===== src/rtl/pcl_pkg.sv =====
package pcl_pkg;

   localparam int CAPACITY    = 64;
   localparam int ADDR_W      = $clog2(CAPACITY);
   localparam int COUNT_W     = $clog2(CAPACITY + 1);
   localparam int VALUE_W     = 32;
   localparam int POS_W       = 8;
   localparam int IDX_W       = 8;
   localparam int OUT_COUNT_W = 9;
   localparam int CMP_W       = POS_W + 1;

   typedef enum logic [1:0] {
      CMD_INSERT   = 2'd0,
      CMD_DELETE   = 2'd1,
      CMD_COUNT    = 2'd2,
      CMD_TRAVERSE = 2'd3
   } cmd_type;

   typedef enum logic [1:0] {
      ST_OK    = 2'd0,
      ST_RANGE = 2'd1,
      ST_FULL  = 2'd2,
      ST_EMPTY = 2'd3
   } status_code_type;

   typedef enum logic [2:0] {
      RD_PTR    = 3'd0,
      RD_PTR_P1 = 3'd1,
      RD_PTR_P2 = 3'd2,
      RD_PTR_M1 = 3'd3,
      RD_PTR_M2 = 3'd4
   } rd_sel_type;

   typedef enum logic {
      WR_FROM_RAM = 1'b0,
      WR_FROM_REQ = 1'b1
   } wr_sel_type;

   typedef enum logic [2:0] {
      PTR_HOLD       = 3'd0,
      PTR_LOAD_COUNT = 3'd1,
      PTR_LOAD_POS   = 3'd2,
      PTR_CLEAR      = 3'd3,
      PTR_INC        = 3'd4,
      PTR_DEC        = 3'd5
   } ptr_op_type;

   typedef enum logic [1:0] {
      CNT_HOLD  = 2'd0,
      CNT_INC   = 2'd1,
      CNT_DEC   = 2'd2,
      CNT_CLEAR = 2'd3
   } count_op_type;

   typedef struct packed {
      logic            load_req;
      logic            rd_en;
      rd_sel_type      rd_sel;
      logic            wr_en;
      wr_sel_type      wr_sel;
      ptr_op_type      ptr_op;
      count_op_type    count_op;
      logic            out_load;
      logic            out_trav;
      status_code_type out_status;
   } dp_cmd_type;

   typedef struct packed {
      cmd_type cmd;
      logic    count_zero;
      logic    count_one;
      logic    count_full;
      logic    pos_gt_count;
      logic    pos_eq_count;
      logic    pos_ge_count;
      logic    pos_last;
      logic    ins_more;
      logic    del_more;
      logic    trav_last;
      logic    out_free;
   } dp_status_type;

endpackage


===== src/rtl/pcl_ram.sv =====
module pcl_ram #(
   parameter int WIDTH = 32,
   parameter int DEPTH = 64,
   localparam int AW   = $clog2(DEPTH)
) (
   input  logic             clock,
   input  logic             wr_en,
   input  logic [AW-1:0]    wr_addr,
   input  logic [WIDTH-1:0] wr_data,
   input  logic             rd_en,
   input  logic [AW-1:0]    rd_addr,
   output logic [WIDTH-1:0] rd_data
);

   logic [WIDTH-1:0] mem [DEPTH];
   logic [WIDTH-1:0] rd_data_ff;

   always_ff @(posedge clock) begin
      if (wr_en) begin
         mem[wr_addr] <= wr_data;
      end
      if (rd_en) begin
         rd_data_ff <= mem[rd_addr];
      end
   end

   assign rd_data = rd_data_ff;

endmodule


===== src/rtl/pcl_ctrl.sv =====
module pcl_ctrl
   import pcl_pkg::*;
(
   input  logic          clock,
   input  logic          reset,
   input  logic          req_valid,
   output logic          req_ready,
   input  dp_status_type dp_status,
   output dp_cmd_type    dp_cmd
);

   typedef enum logic [9:0] {
      S_IDLE      = 10'b00_0000_0001,
      S_DISPATCH  = 10'b00_0000_0010,
      S_INS_RD    = 10'b00_0000_0100,
      S_INS_WR    = 10'b00_0000_1000,
      S_INS_PUT   = 10'b00_0001_0000,
      S_DEL_RD    = 10'b00_0010_0000,
      S_DEL_WR    = 10'b00_0100_0000,
      S_TRAV_RD   = 10'b00_1000_0000,
      S_TRAV_EMIT = 10'b01_0000_0000,
      S_RESP      = 10'b10_0000_0000
   } state_type;

   state_type       state_ff, state_in;
   status_code_type status_ff, status_in;

   assign req_ready = (state_ff == S_IDLE);

   always_comb begin
      state_in           = state_ff;
      status_in          = status_ff;
      dp_cmd.load_req    = 1'b0;
      dp_cmd.rd_en       = 1'b0;
      dp_cmd.rd_sel      = RD_PTR;
      dp_cmd.wr_en       = 1'b0;
      dp_cmd.wr_sel      = WR_FROM_RAM;
      dp_cmd.ptr_op      = PTR_HOLD;
      dp_cmd.count_op    = CNT_HOLD;
      dp_cmd.out_load    = 1'b0;
      dp_cmd.out_trav    = 1'b0;
      dp_cmd.out_status  = status_ff;
      unique case (state_ff)
         S_IDLE: begin
            if (req_valid) begin
               dp_cmd.load_req = 1'b1;
               state_in        = S_DISPATCH;
            end
         end
         S_DISPATCH: begin
            unique case (dp_status.cmd)
               CMD_INSERT: begin
                  if (dp_status.count_zero) begin
                     dp_cmd.ptr_op = PTR_LOAD_COUNT;
                     state_in      = S_INS_PUT;
                  end else if (dp_status.count_full) begin
                     status_in = ST_FULL;
                     state_in  = S_RESP;
                  end else if (dp_status.pos_gt_count) begin
                     status_in = ST_RANGE;
                     state_in  = S_RESP;
                  end else begin
                     dp_cmd.ptr_op = PTR_LOAD_COUNT;
                     state_in      = dp_status.pos_eq_count ? S_INS_PUT : S_INS_RD;
                  end
               end
               CMD_DELETE: begin
                  if (dp_status.count_zero) begin
                     status_in = ST_EMPTY;
                     state_in  = S_RESP;
                  end else if (dp_status.count_one) begin
                     dp_cmd.count_op = CNT_CLEAR;
                     status_in       = ST_OK;
                     state_in        = S_RESP;
                  end else if (dp_status.pos_ge_count) begin
                     status_in = ST_RANGE;
                     state_in  = S_RESP;
                  end else if (dp_status.pos_last) begin
                     dp_cmd.count_op = CNT_DEC;
                     status_in       = ST_OK;
                     state_in        = S_RESP;
                  end else begin
                     dp_cmd.ptr_op = PTR_LOAD_POS;
                     state_in      = S_DEL_RD;
                  end
               end
               CMD_COUNT: begin
                  status_in = ST_OK;
                  state_in  = S_RESP;
               end
               CMD_TRAVERSE: begin
                  if (dp_status.count_zero) begin
                     status_in = ST_EMPTY;
                     state_in  = S_RESP;
                  end else begin
                     dp_cmd.ptr_op = PTR_CLEAR;
                     state_in      = S_TRAV_RD;
                  end
               end
               default: state_in = S_IDLE;
            endcase
         end
         S_INS_RD: begin
            dp_cmd.rd_en  = 1'b1;
            dp_cmd.rd_sel = RD_PTR_M1;
            state_in      = S_INS_WR;
         end
         S_INS_WR: begin
            dp_cmd.wr_en  = 1'b1;
            dp_cmd.wr_sel = WR_FROM_RAM;
            dp_cmd.ptr_op = PTR_DEC;
            if (dp_status.ins_more) begin
               dp_cmd.rd_en  = 1'b1;
               dp_cmd.rd_sel = RD_PTR_M2;
            end else begin
               state_in = S_INS_PUT;
            end
         end
         S_INS_PUT: begin
            dp_cmd.wr_en    = 1'b1;
            dp_cmd.wr_sel   = WR_FROM_REQ;
            dp_cmd.count_op = CNT_INC;
            status_in       = ST_OK;
            state_in        = S_RESP;
         end
         S_DEL_RD: begin
            dp_cmd.rd_en  = 1'b1;
            dp_cmd.rd_sel = RD_PTR_P1;
            state_in      = S_DEL_WR;
         end
         S_DEL_WR: begin
            dp_cmd.wr_en  = 1'b1;
            dp_cmd.wr_sel = WR_FROM_RAM;
            dp_cmd.ptr_op = PTR_INC;
            if (dp_status.del_more) begin
               dp_cmd.rd_en  = 1'b1;
               dp_cmd.rd_sel = RD_PTR_P2;
            end else begin
               dp_cmd.count_op = CNT_DEC;
               status_in       = ST_OK;
               state_in        = S_RESP;
            end
         end
         S_TRAV_RD: begin
            dp_cmd.rd_en  = 1'b1;
            dp_cmd.rd_sel = RD_PTR;
            state_in      = S_TRAV_EMIT;
         end
         S_TRAV_EMIT: begin
            if (dp_status.out_free) begin
               dp_cmd.out_load   = 1'b1;
               dp_cmd.out_trav   = 1'b1;
               dp_cmd.out_status = ST_OK;
               if (dp_status.trav_last) begin
                  state_in = S_IDLE;
               end else begin
                  dp_cmd.ptr_op = PTR_INC;
                  dp_cmd.rd_en  = 1'b1;
                  dp_cmd.rd_sel = RD_PTR_P1;
               end
            end
         end
         S_RESP: begin
            if (dp_status.out_free) begin
               dp_cmd.out_load = 1'b1;
               state_in        = S_IDLE;
            end
         end
         default: state_in = S_IDLE;
      endcase
   end

   always_ff @(posedge clock) begin
      if (reset) begin
         state_ff  <= S_IDLE;
         status_ff <= ST_OK;
      end else begin
         state_ff  <= state_in;
         status_ff <= status_in;
      end
   end

endmodule


===== src/rtl/pcl_datapath.sv =====
module pcl_datapath
   import pcl_pkg::*;
(
   input  logic                      clock,
   input  logic                      reset,
   input  logic [1:0]                req_cmd,
   input  logic [POS_W-1:0]          req_position,
   input  logic signed [VALUE_W-1:0] req_value_in,
   output logic                      rsp_valid,
   input  logic                      rsp_ready,
   output logic signed [VALUE_W-1:0] rsp_value_out,
   output logic [IDX_W-1:0]          rsp_index_out,
   output logic [OUT_COUNT_W-1:0]    rsp_count_out,
   output logic [1:0]                rsp_status,
   output logic                      rsp_last,
   input  dp_cmd_type                dp_cmd,
   output dp_status_type             dp_status
);

   cmd_type             cmd_ff;
   logic [POS_W-1:0]    pos_ff;
   logic [VALUE_W-1:0]  val_ff;
   logic [COUNT_W-1:0]  count_ff, count_in;
   logic [COUNT_W-1:0]  ptr_ff, ptr_in;
   logic [COUNT_W-1:0]  rd_ptr;
   logic [ADDR_W-1:0]   rd_addr;
   logic [VALUE_W-1:0]  wr_data;
   logic [VALUE_W-1:0]  rd_data;
   logic [CMP_W-1:0]    pos_ext, count_ext, ptr_ext;
   logic                out_free;

   logic                    out_valid_ff;
   logic [VALUE_W-1:0]      out_value_ff;
   logic [IDX_W-1:0]        out_index_ff;
   logic [OUT_COUNT_W-1:0]  out_count_ff;
   status_code_type         out_status_ff;
   logic                    out_last_ff;

   always_ff @(posedge clock) begin
      if (dp_cmd.load_req) begin
         cmd_ff <= cmd_type'(req_cmd);
         pos_ff <= req_position;
         val_ff <= req_value_in;
      end
   end

   always_comb begin
      unique case (dp_cmd.ptr_op)
         PTR_HOLD:       ptr_in = ptr_ff;
         PTR_LOAD_COUNT: ptr_in = count_ff;
         PTR_LOAD_POS:   ptr_in = pos_ff[COUNT_W-1:0];
         PTR_CLEAR:      ptr_in = '0;
         PTR_INC:        ptr_in = ptr_ff + COUNT_W'(1);
         PTR_DEC:        ptr_in = ptr_ff - COUNT_W'(1);
         default:        ptr_in = ptr_ff;
      endcase
   end

   always_ff @(posedge clock) begin
      ptr_ff <= ptr_in;
   end

   always_comb begin
      unique case (dp_cmd.count_op)
         CNT_HOLD:  count_in = count_ff;
         CNT_INC:   count_in = count_ff + COUNT_W'(1);
         CNT_DEC:   count_in = count_ff - COUNT_W'(1);
         CNT_CLEAR: count_in = '0;
         default:   count_in = count_ff;
      endcase
   end

   always_ff @(posedge clock) begin
      if (reset) begin
         count_ff <= '0;
      end else begin
         count_ff <= count_in;
      end
   end

   always_comb begin
      unique case (dp_cmd.rd_sel)
         RD_PTR:    rd_ptr = ptr_ff;
         RD_PTR_P1: rd_ptr = ptr_ff + COUNT_W'(1);
         RD_PTR_P2: rd_ptr = ptr_ff + COUNT_W'(2);
         RD_PTR_M1: rd_ptr = ptr_ff - COUNT_W'(1);
         RD_PTR_M2: rd_ptr = ptr_ff - COUNT_W'(2);
         default:   rd_ptr = ptr_ff;
      endcase
   end

   assign rd_addr = rd_ptr[ADDR_W-1:0];
   assign wr_data = (dp_cmd.wr_sel == WR_FROM_REQ) ? val_ff : rd_data;

   pcl_ram #(
      .WIDTH(VALUE_W),
      .DEPTH(CAPACITY)
   ) u_ram (
      .clock  (clock),
      .wr_en  (dp_cmd.wr_en),
      .wr_addr(ptr_ff[ADDR_W-1:0]),
      .wr_data(wr_data),
      .rd_en  (dp_cmd.rd_en),
      .rd_addr(rd_addr),
      .rd_data(rd_data)
   );

   assign pos_ext   = {1'b0, pos_ff};
   assign count_ext = CMP_W'(count_ff);
   assign ptr_ext   = CMP_W'(ptr_ff);
   assign out_free  = !out_valid_ff || rsp_ready;

   always_comb begin
      dp_status.cmd          = cmd_ff;
      dp_status.count_zero   = (count_ff == '0);
      dp_status.count_one    = (count_ff == COUNT_W'(1));
      dp_status.count_full   = (count_ff == COUNT_W'(CAPACITY));
      dp_status.pos_gt_count = (pos_ext > count_ext);
      dp_status.pos_eq_count = (pos_ext == count_ext);
      dp_status.pos_ge_count = (pos_ext >= count_ext);
      dp_status.pos_last     = ((pos_ext + CMP_W'(1)) == count_ext);
      dp_status.ins_more     = (ptr_ext > (pos_ext + CMP_W'(1)));
      dp_status.del_more     = ((ptr_ext + CMP_W'(2)) < count_ext);
      dp_status.trav_last    = ((ptr_ext + CMP_W'(1)) == count_ext);
      dp_status.out_free     = out_free;
   end

   always_ff @(posedge clock) begin
      if (reset) begin
         out_valid_ff <= 1'b0;
      end else if (dp_cmd.out_load) begin
         out_valid_ff <= 1'b1;
      end else if (rsp_ready) begin
         out_valid_ff <= 1'b0;
      end
   end

   always_ff @(posedge clock) begin
      if (dp_cmd.out_load) begin
         out_count_ff  <= OUT_COUNT_W'(count_ff);
         out_status_ff <= dp_cmd.out_status;
         if (dp_cmd.out_trav) begin
            out_value_ff <= rd_data;
            out_index_ff <= IDX_W'(ptr_ff);
            out_last_ff  <= dp_status.trav_last;
         end else begin
            out_value_ff <= '0;
            out_index_ff <= '0;
            out_last_ff  <= 1'b1;
         end
      end
   end

   assign rsp_valid     = out_valid_ff;
   assign rsp_value_out = out_value_ff;
   assign rsp_index_out = out_index_ff;
   assign rsp_count_out = out_count_ff;
   assign rsp_status    = out_status_ff;
   assign rsp_last      = out_last_ff;

endmodule


===== src/rtl/positional_circular_list_unit.sv =====
// Channel   Handshake             Word
// req       req_valid/req_ready   req_cmd, req_position, req_value_in
// rsp       rsp_valid/rsp_ready   rsp_value_out, rsp_index_out, rsp_count_out,
//                                 rsp_status, rsp_last
//
// One command is worked at a time; req_ready returns once the command's last
// rsp word is loaded. An insert that moves elements first shifts each element
// from its position on up by one; a delete shifts each later element down by
// one; a traverse emits one word per element, in order.
// Synchronous reset empties the list at once; there is no clearing pass.
// A stalled rsp holds its word, and the controller waits for the slot.
module positional_circular_list_unit
   import pcl_pkg::*;
(
   input  logic                      clock,
   input  logic                      reset,
   input  logic                      req_valid,
   output logic                      req_ready,
   input  logic [1:0]                req_cmd,
   input  logic [POS_W-1:0]          req_position,
   input  logic signed [VALUE_W-1:0] req_value_in,
   output logic                      rsp_valid,
   input  logic                      rsp_ready,
   output logic signed [VALUE_W-1:0] rsp_value_out,
   output logic [IDX_W-1:0]          rsp_index_out,
   output logic [OUT_COUNT_W-1:0]    rsp_count_out,
   output logic [1:0]                rsp_status,
   output logic                      rsp_last
);

   dp_cmd_type    dp_cmd;
   dp_status_type dp_status;

   pcl_ctrl u_ctrl (
      .clock    (clock),
      .reset    (reset),
      .req_valid(req_valid),
      .req_ready(req_ready),
      .dp_status(dp_status),
      .dp_cmd   (dp_cmd)
   );

   pcl_datapath u_datapath (
      .clock        (clock),
      .reset        (reset),
      .req_cmd      (req_cmd),
      .req_position (req_position),
      .req_value_in (req_value_in),
      .rsp_valid    (rsp_valid),
      .rsp_ready    (rsp_ready),
      .rsp_value_out(rsp_value_out),
      .rsp_index_out(rsp_index_out),
      .rsp_count_out(rsp_count_out),
      .rsp_status   (rsp_status),
      .rsp_last     (rsp_last),
      .dp_cmd       (dp_cmd),
      .dp_status    (dp_status)
   );

endmodule


===== config.mk =====
export PLATFORM = sky130hd
export DESIGN_NAME = positional_circular_list_unit
export DESIGN_NICKNAME = d
export VERILOG_FILES = /design/src/rtl/pcl_pkg.sv /design/src/rtl/pcl_ram.sv /design/src/rtl/pcl_ctrl.sv /design/src/rtl/pcl_datapath.sv /design/src/rtl/positional_circular_list_unit.sv
export SDC_FILE = /design/constraint.sdc
export NUM_CORES = 2
export LEC_CHECK = 0
export BUFFER_PORTS_ARGS = -buffer_cell sky130_fd_sc_hd__buf_2
export CAP_MARGIN = 25
export CORE_MARGIN = 2
export CORE_UTILIZATION = 63
export CTS_CLUSTER_SIZE = 40
export DETAILED_ROUTE_END_ITERATION = 12
export GPL_TIMING_DRIVEN = 0
export PLACE_DENSITY_LB_ADDON = 0.2
export SETUP_SLACK_MARGIN = 0.05
export SYNTH_ARGS = -nofsm -noshare
export SYNTH_HDL_FRONTEND = slang
export SYNTH_HIERARCHICAL = 1
export SYNTH_SLANG_ARGS = --single-unit

===== constraint.sdc =====
create_clock -name clock -period 7.6 [get_ports clock]
set_input_delay 0.76 -clock clock [delete_from_list [all_inputs] [get_ports clock]]
set_output_delay 0.76 -clock clock [all_outputs]
set_load 0.02 [all_outputs]

# Word-level counts from Yosys, hierarchy flattened
# Memory sizes are Yosys's and may differ from the RTL's. A register that Yosys moved wholly into a read port is not among the register bits.
# Cells that the tools add are included.
[word_totals] reg_bits=119 ram_bits=2048 inputBits=46 out_inout_bits=54 word_cells=144 mem_count=1
[op_classes] addsub=9 n_lt_le_gt_ge=4 eq_ne=40 mux=65 reduce_logical=11
[mem_list] name="u_datapath.u_ram.mem" depth=64 word_bits=32 read_ports=1 rd_clocked_by_memory_dff=1 write_ports=1 line_no="pcl_ram.sv:15" rtl="logic [WIDTH-1:0] mem [DEPTH];"
[ops] cell="$mux 10" count=14
[ops] cell="$pmux 10 s10" count=1
[ops] cell="$pmux 10 s4" count=1
[ops] cell="$pmux 7 s5" count=1
[ops] cell="$mux 32" count=1
[ops] cell="$mux 2" count=15
[ops] cell="$pmux 4 s6" count=1
[ops] cell="$pmux 6 s4" count=1
[ops] cell="$pmux 7 s3" count=1
[ops] cell="$mux 4" count=5
[ops] cell="$eq 9x7->1" count=2
[ops] cell="$mux 3" count=6
[ops] cell="$mux 5" count=3
[ops] cell="$add 7x1->7 const B" count=2
[ops] cell="$sub 7x1->7 const B" count=2
[ops] cell="$eq 3x2->1 const B" count=4
[ops] cell="$pmux 2 s3" count=2
[ops] cell="$pmux 3 s4" count=1
[ops] cell="$reduce_and 6->1" count=2
[ops] cell="$eq 10x1->1 const B" count=1
[ops] cell="$eq 10x10->1 const B" count=1
[ops] cell="$eq 10x2->1 const B" count=1
[ops] cell="$eq 10x3->1 const B" count=1
[ops] cell="$eq 10x4->1 const B" count=1
[ops] cell="39 further kinds" count=59

# Logic depth before layout (Yosys ltp)
[depth] ltp_word=10 ltp_mapped=29 depth_no_buf=24

# Modules after synthesis
# Netlist, hierarchy kept.
[modules_own_cells] mod="pcl_ram" instances=1 cells_per_inst=3323 area_per_inst_um2=78825.6 seq_area_each_um2=62459.9
[modules_own_cells] mod="pcl_datapath" instances=1 cells_per_inst=499 area_per_inst_um2=5896.9 seq_area_each_um2=3103.0
[modules_own_cells] mod="pcl_ctrl" instances=1 cells_per_inst=134 area_per_inst_um2=1032.2 seq_area_each_um2=240.2

# Least setup slack after synthesis
# No wires, ideal clock.
[synth_timing] path_kind="reg-to-reg" startpoint="register u_datapath.ptr_ff[2]" endpoint="register u_datapath.u_ram.rd_data_ff[17], in the netlist u_datapath/u_ram/rd_data[17] (read register of u_datapath.u_ram.mem), data pin" setup_time_ns=0.264 arrival_ns=5.346 t_required_ns=7.336 path_slack_ns=1.990 path_stages_with_launch=28 path_buffers=5 period_less_slack_ns=5.610 cell_sequence="edfxtp_1 -> buf_6 -> inv_1 -> ha_1 -> ha_1 -> a21oi_1 -> o21ai_0 -> a31oi_1 -> inv_1 -> or4_4 -> nand2_1 -> buf_2 -> or2_1 -> nor2_1 -> inv_1 -> fa_1 -> or3_1 -> o21ai_0 -> a221oi_1 -> o21ai_0 -> clkbuf_1 -> buf_2 -> clkbuf_1 -> mux4_2 -> mux2i_1 -> nor2_1 -> o32ai_1 -> nor3_1"
[synth_lines] element="from (decl)" line_no="pcl_datapath.sv:24" rtl="logic [COUNT_W-1:0] ptr_ff, ptr_in;"
[synth_lines] element="from (signal assigned)" line_no="pcl_datapath.sv:60" rtl="ptr_ff <= ptr_in;"
[synth_lines] element="to (decl)" line_no="pcl_ram.sv:16" rtl="logic [WIDTH-1:0] rd_data_ff;"

==> out/results.ini <==
[run_status]
status=finished, final reports clean

[timing]
drv_slew=0
timing.fmax_mhz=134
period_needed_ns=7.48
setup_slack_ns=0.120
grt_setup_unrepaired=false
period_share=0.984
hold_viol=0
fin_skew_ns=0.0526
tightest_slew_ns=1.23
setup_viol=0
slew_headroom=0.182

[route]
post_drt_via_cell_ratio=7.41
route.met2.wl_mm=122
wire_per_inst_um=41.7
met1_length_mm=82.5
remaining_drc_errors=0
wl_met3_mm=39.6
postRouteAntennaNets=0
highest_layer=met5
first_pass_iters=9
num_vias=47100
drtIter0Drc=8640
totalWireLength_mm=265

[placement]
post-place-ws_ns=-0.999
port_buffers=96
hpwl_mm=163
globalplace.congestion=0.925

[logic_synthesis]
synth-seq-cells=2198
synth.cell_area_mm2=0.0858
synth_ff_type=edfxtp_1
synth-edff-count=2178
synth_top_area_share=0.763
synth_area_leaders=edfxtp_1 (76%), mux4_2 (14%), mux2i_1 (1.1%), nor2_1 (0.76%), o22ai_1 (0.66%)
yosysTopAreaCell=edfxtp_1
yosys_warnings=6
synthArstFlopShare=0
syn_avg_cell_area_um2=21.7
syn_inst=3956
ys_seq_area_frac=0.767
synthDistinctLibCells=77

[cts]
path_clk_slew_ns=0.07
clk_path_buf_depth=3
tritoncts=yes
clock-root-buffer=clkbuf_16
clock_sinks=2198
clock_latency_ns=0.85
cts_buffers=207
cts_hold_buffers=0
h-tree-depth=4

[setup_path]
startpoint_type=register
r2r_setup_slack_ns=0.12
crit_path_end=u_datapath/u_ram/rd_data[14]$_DFFE_PP_
crit_type=register to register
r2r-end=u_datapath/u_ram/rd_data[14]$_DFFE_PP_
critPathMaxFanout=10
cp_common_cell=inv_1
crit_slowest_cell=edfxtp_1
end_kind=register
critPathLaunch=u_datapath/pos_ff[1]$_DFFE_PP_
cp_data_required_time_ns=8.18
ff2ff_path_depth=28
crit_arrival_ns=8.06
r2r_start=u_datapath/pos_ff[1]$_DFFE_PP_
slowest_delay_ns=0.46

[final_layout]
final-seq-area_mm2=0.0658
n_fill_cell=7375
multi_input_area_mm2=0.0193
finish.net_count=4485
drive_gt1_frac=0.290
syn2layout_area_growth_pct=14.4

[floorplanning]
chipHeight_um=373
rows=135
fp.coreArea_mm2=0.135
dieArea_mm2=0.139
start_util=0.634
die-width_um=373
num_io_pins=100

[grt]
grt_pass1_wl_mm=361
grt_pass1_vias=46400
antenna_found_initial=9
grt_overflow=0
grtUsageTotal=0.383
grt_max_degree=65

[hold_path]
min_path_cells=1
hold_path.class=input port to register

[power]
p_total_mw=23.5
p_per_area_mw_per_mm2=240
ir_drop_mv=0.224
leakage_nw=31.9

[flow_run]
timing.max_cap.violations=0

-- registers in the layout, summed over array words and instances (netlist names) --
signal,cells
u_datapath/u_ram/mem,2048
u_datapath/rsp_value_out,32
u_datapath/u_ram/rd_data,32
u_datapath/val_ff,32
u_ctrl/state_ff,10
u_datapath/pos_ff,8
u_datapath/count_ff,7
u_datapath/ptr_ff,7
u_datapath/rsp_count_out,7
u_datapath/rsp_index_out,7
u_ctrl/status_ff,2
u_datapath/cmd_ff,2
u_datapath/rsp_status,2
u_datapath/rsp_last,1
u_datapath/rsp_valid,1
-- how the worst min path moves through the flow --
stage                                        startpoint                                    end  slack, ns
detailed placement  u_datapath/count_ff[5]$_SDFFE_PP0P_  u_datapath/rsp_count_out[5]$_DFFE_PP_       0.41
floorplan           u_datapath/count_ff[2]$_SDFFE_PP0P_  u_datapath/rsp_count_out[2]$_DFFE_PP_       0.40
global route                           req_value_in[27]        u_datapath/val_ff[27]$_DFFE_PP_       0.07
finish                                 req_value_in[29]        u_datapath/val_ff[29]$_DFFE_PP_       0.09
global placement    u_datapath/count_ff[2]$_SDFFE_PP0P_  u_datapath/rsp_count_out[2]$_DFFE_PP_       0.41
CTS                                    req_value_in[13]        u_datapath/val_ff[13]$_DFFE_PP_       0.05
-- timing repair --
| item | 4_1_cts | 5_1_grt |
|---|---|---|
| gates resized for setup | 21 | 30 |
| cloned | 0 | 0 |
| pin swaps | 0 | 1 |
| setup endpoints to repair | 32 | 25 |
| setup buffers | 5 | 2 |
-- power breakdown --
| part | internal, mW | leakage [nW] | switching (mW) |
|---|---|---|---|
| logic | 0.168 | 8.92 | 0.260 |
| registers | 13.2 | 19.8 | 0.0236 |
| clock network | 5.47 | 3.12 | 4.43 |
| total | 18.8 | 31.9 | 4.72 |
-- cells by family (layout without fill, tap and decap cells) --
| kind of cell | count (synthesis) | in the layout | synth area share |
|---|---|---|---|
| buf+inv | 251 | 868 | 0.0141 |
| simple gates | 437 | 437 | 0.0264 |
| fa+ha+maj | 33 | 33 | 0.00490 |
| xor+xnor | 43 | 43 | 0.00465 |
| other cells | 1 | 8 | 0.0000437 |
| mux | 672 | 672 | 0.158 |
| flops | 2198 | 2198 | 0.767 |
| compound gates | 321 | 321 | 0.0243 |
-- Yosys cell counts (5+ instances only) --
library cell  instances
edfxtp_1           2178
dfxtp_1              20
xor2_1               13
ha_1                 32
a31oi_1               6
o221ai_1             31
nand3_1              19
nor3_1               22
nor2_1              173
a21o_1                8
clkbuf_1             87
inv_1                30
mux2_2               28
and3_1                9
a221oi_1              5
nand2b_1             13
o21ai_0              31
buf_4                24
mux2_1                5
buf_2                76
nand4b_1              5
a311oi_1             10
a22oi_1              17
nor4_1                6
nand3b_1             12
a21oi_1              86
buf_6                11
o22ai_1              91
and2_1               45
or3_1                 7
nand2_1              61
xnor2_1              27
a41o_1                5
o21a_1                5
mux2i_1              95
buf_1                23
nand4_1              10
mux4_2              544
nor2b_1              21
-- critical path, delay by kind of cell (launching register included) --
| kind | cells | cell delay (ns) |
|---|---|---|
| DFF | 1 | 0.46 |
| buffers and inverters | 8 | 1.94 |
| xor gates and xnor gates | 1 | 0.19 |
| and+or+nand+nor | 7 | 1.29 |
| AOI/OAI and AO/OA | 7 | 1.60 |
| muxes | 2 | 0.66 |
| adders and majority gates | 3 | 1.08 |
-- layer usage --
metal,vias up,track usage
met3,1008,0.120
met2,4454,0.579
met1,24200,0.484
met4,10,0.249
met5,-,0
li1,17500,-
-- metrics by stage --
step | setup TNS (ns) | std cells | hold WS [ns] | util | instance area, um2
2_1_floorplan | 0 | 3958 | 0.403 | - | 85800
3_3_place_gp | -43.74 | 5835 | 0.412 | 0.654 | 88500
3_5_place_dp | -13.08 | 5953 | 0.413 | 0.674 | 91200
4_1_cts | 0 | 6334 | 0.0479 | 0.722 | 97700
5_1_grt | 0 | 6356 | 0.0740 | 0.725 | 98100
6_report | 0 | 6361 | 0.0901 | 0.725 | 98100
-- final cells by class --
cell class / count / area share
buffer: 219 / 0.0116
tap: 1781 / 0.0227
multi-input combinational: 1509 / 0.197
inverter: 30 / 0.00115
clock buffer: 266 / 0.0565
antenna: 5 / 0.000127
timing repair buffer: 241 / 0.0316
sequential: 2198 / 0.671
clock inverter: 112 / 0.00858
-- placed cells by master (no fill, tap or decap), drive strengths merged, types with 32 or more instances in the layout --
| master | instances |
|---|---|
| nand2 | 61 |
| inv | 34 |
| nor2 | 174 |
| clkbuf | 358 |
| mux4 | 544 |
| clkinv | 96 |
| o22ai | 91 |
| a21oi | 86 |
| mux2i | 95 |
| buf | 366 |
| and2 | 45 |
| ha | 32 |
| mux2 | 33 |
| o21ai | 33 |
| edfxtp | 2178 |
No activity file was read; power rests on OpenSTA's default activity.
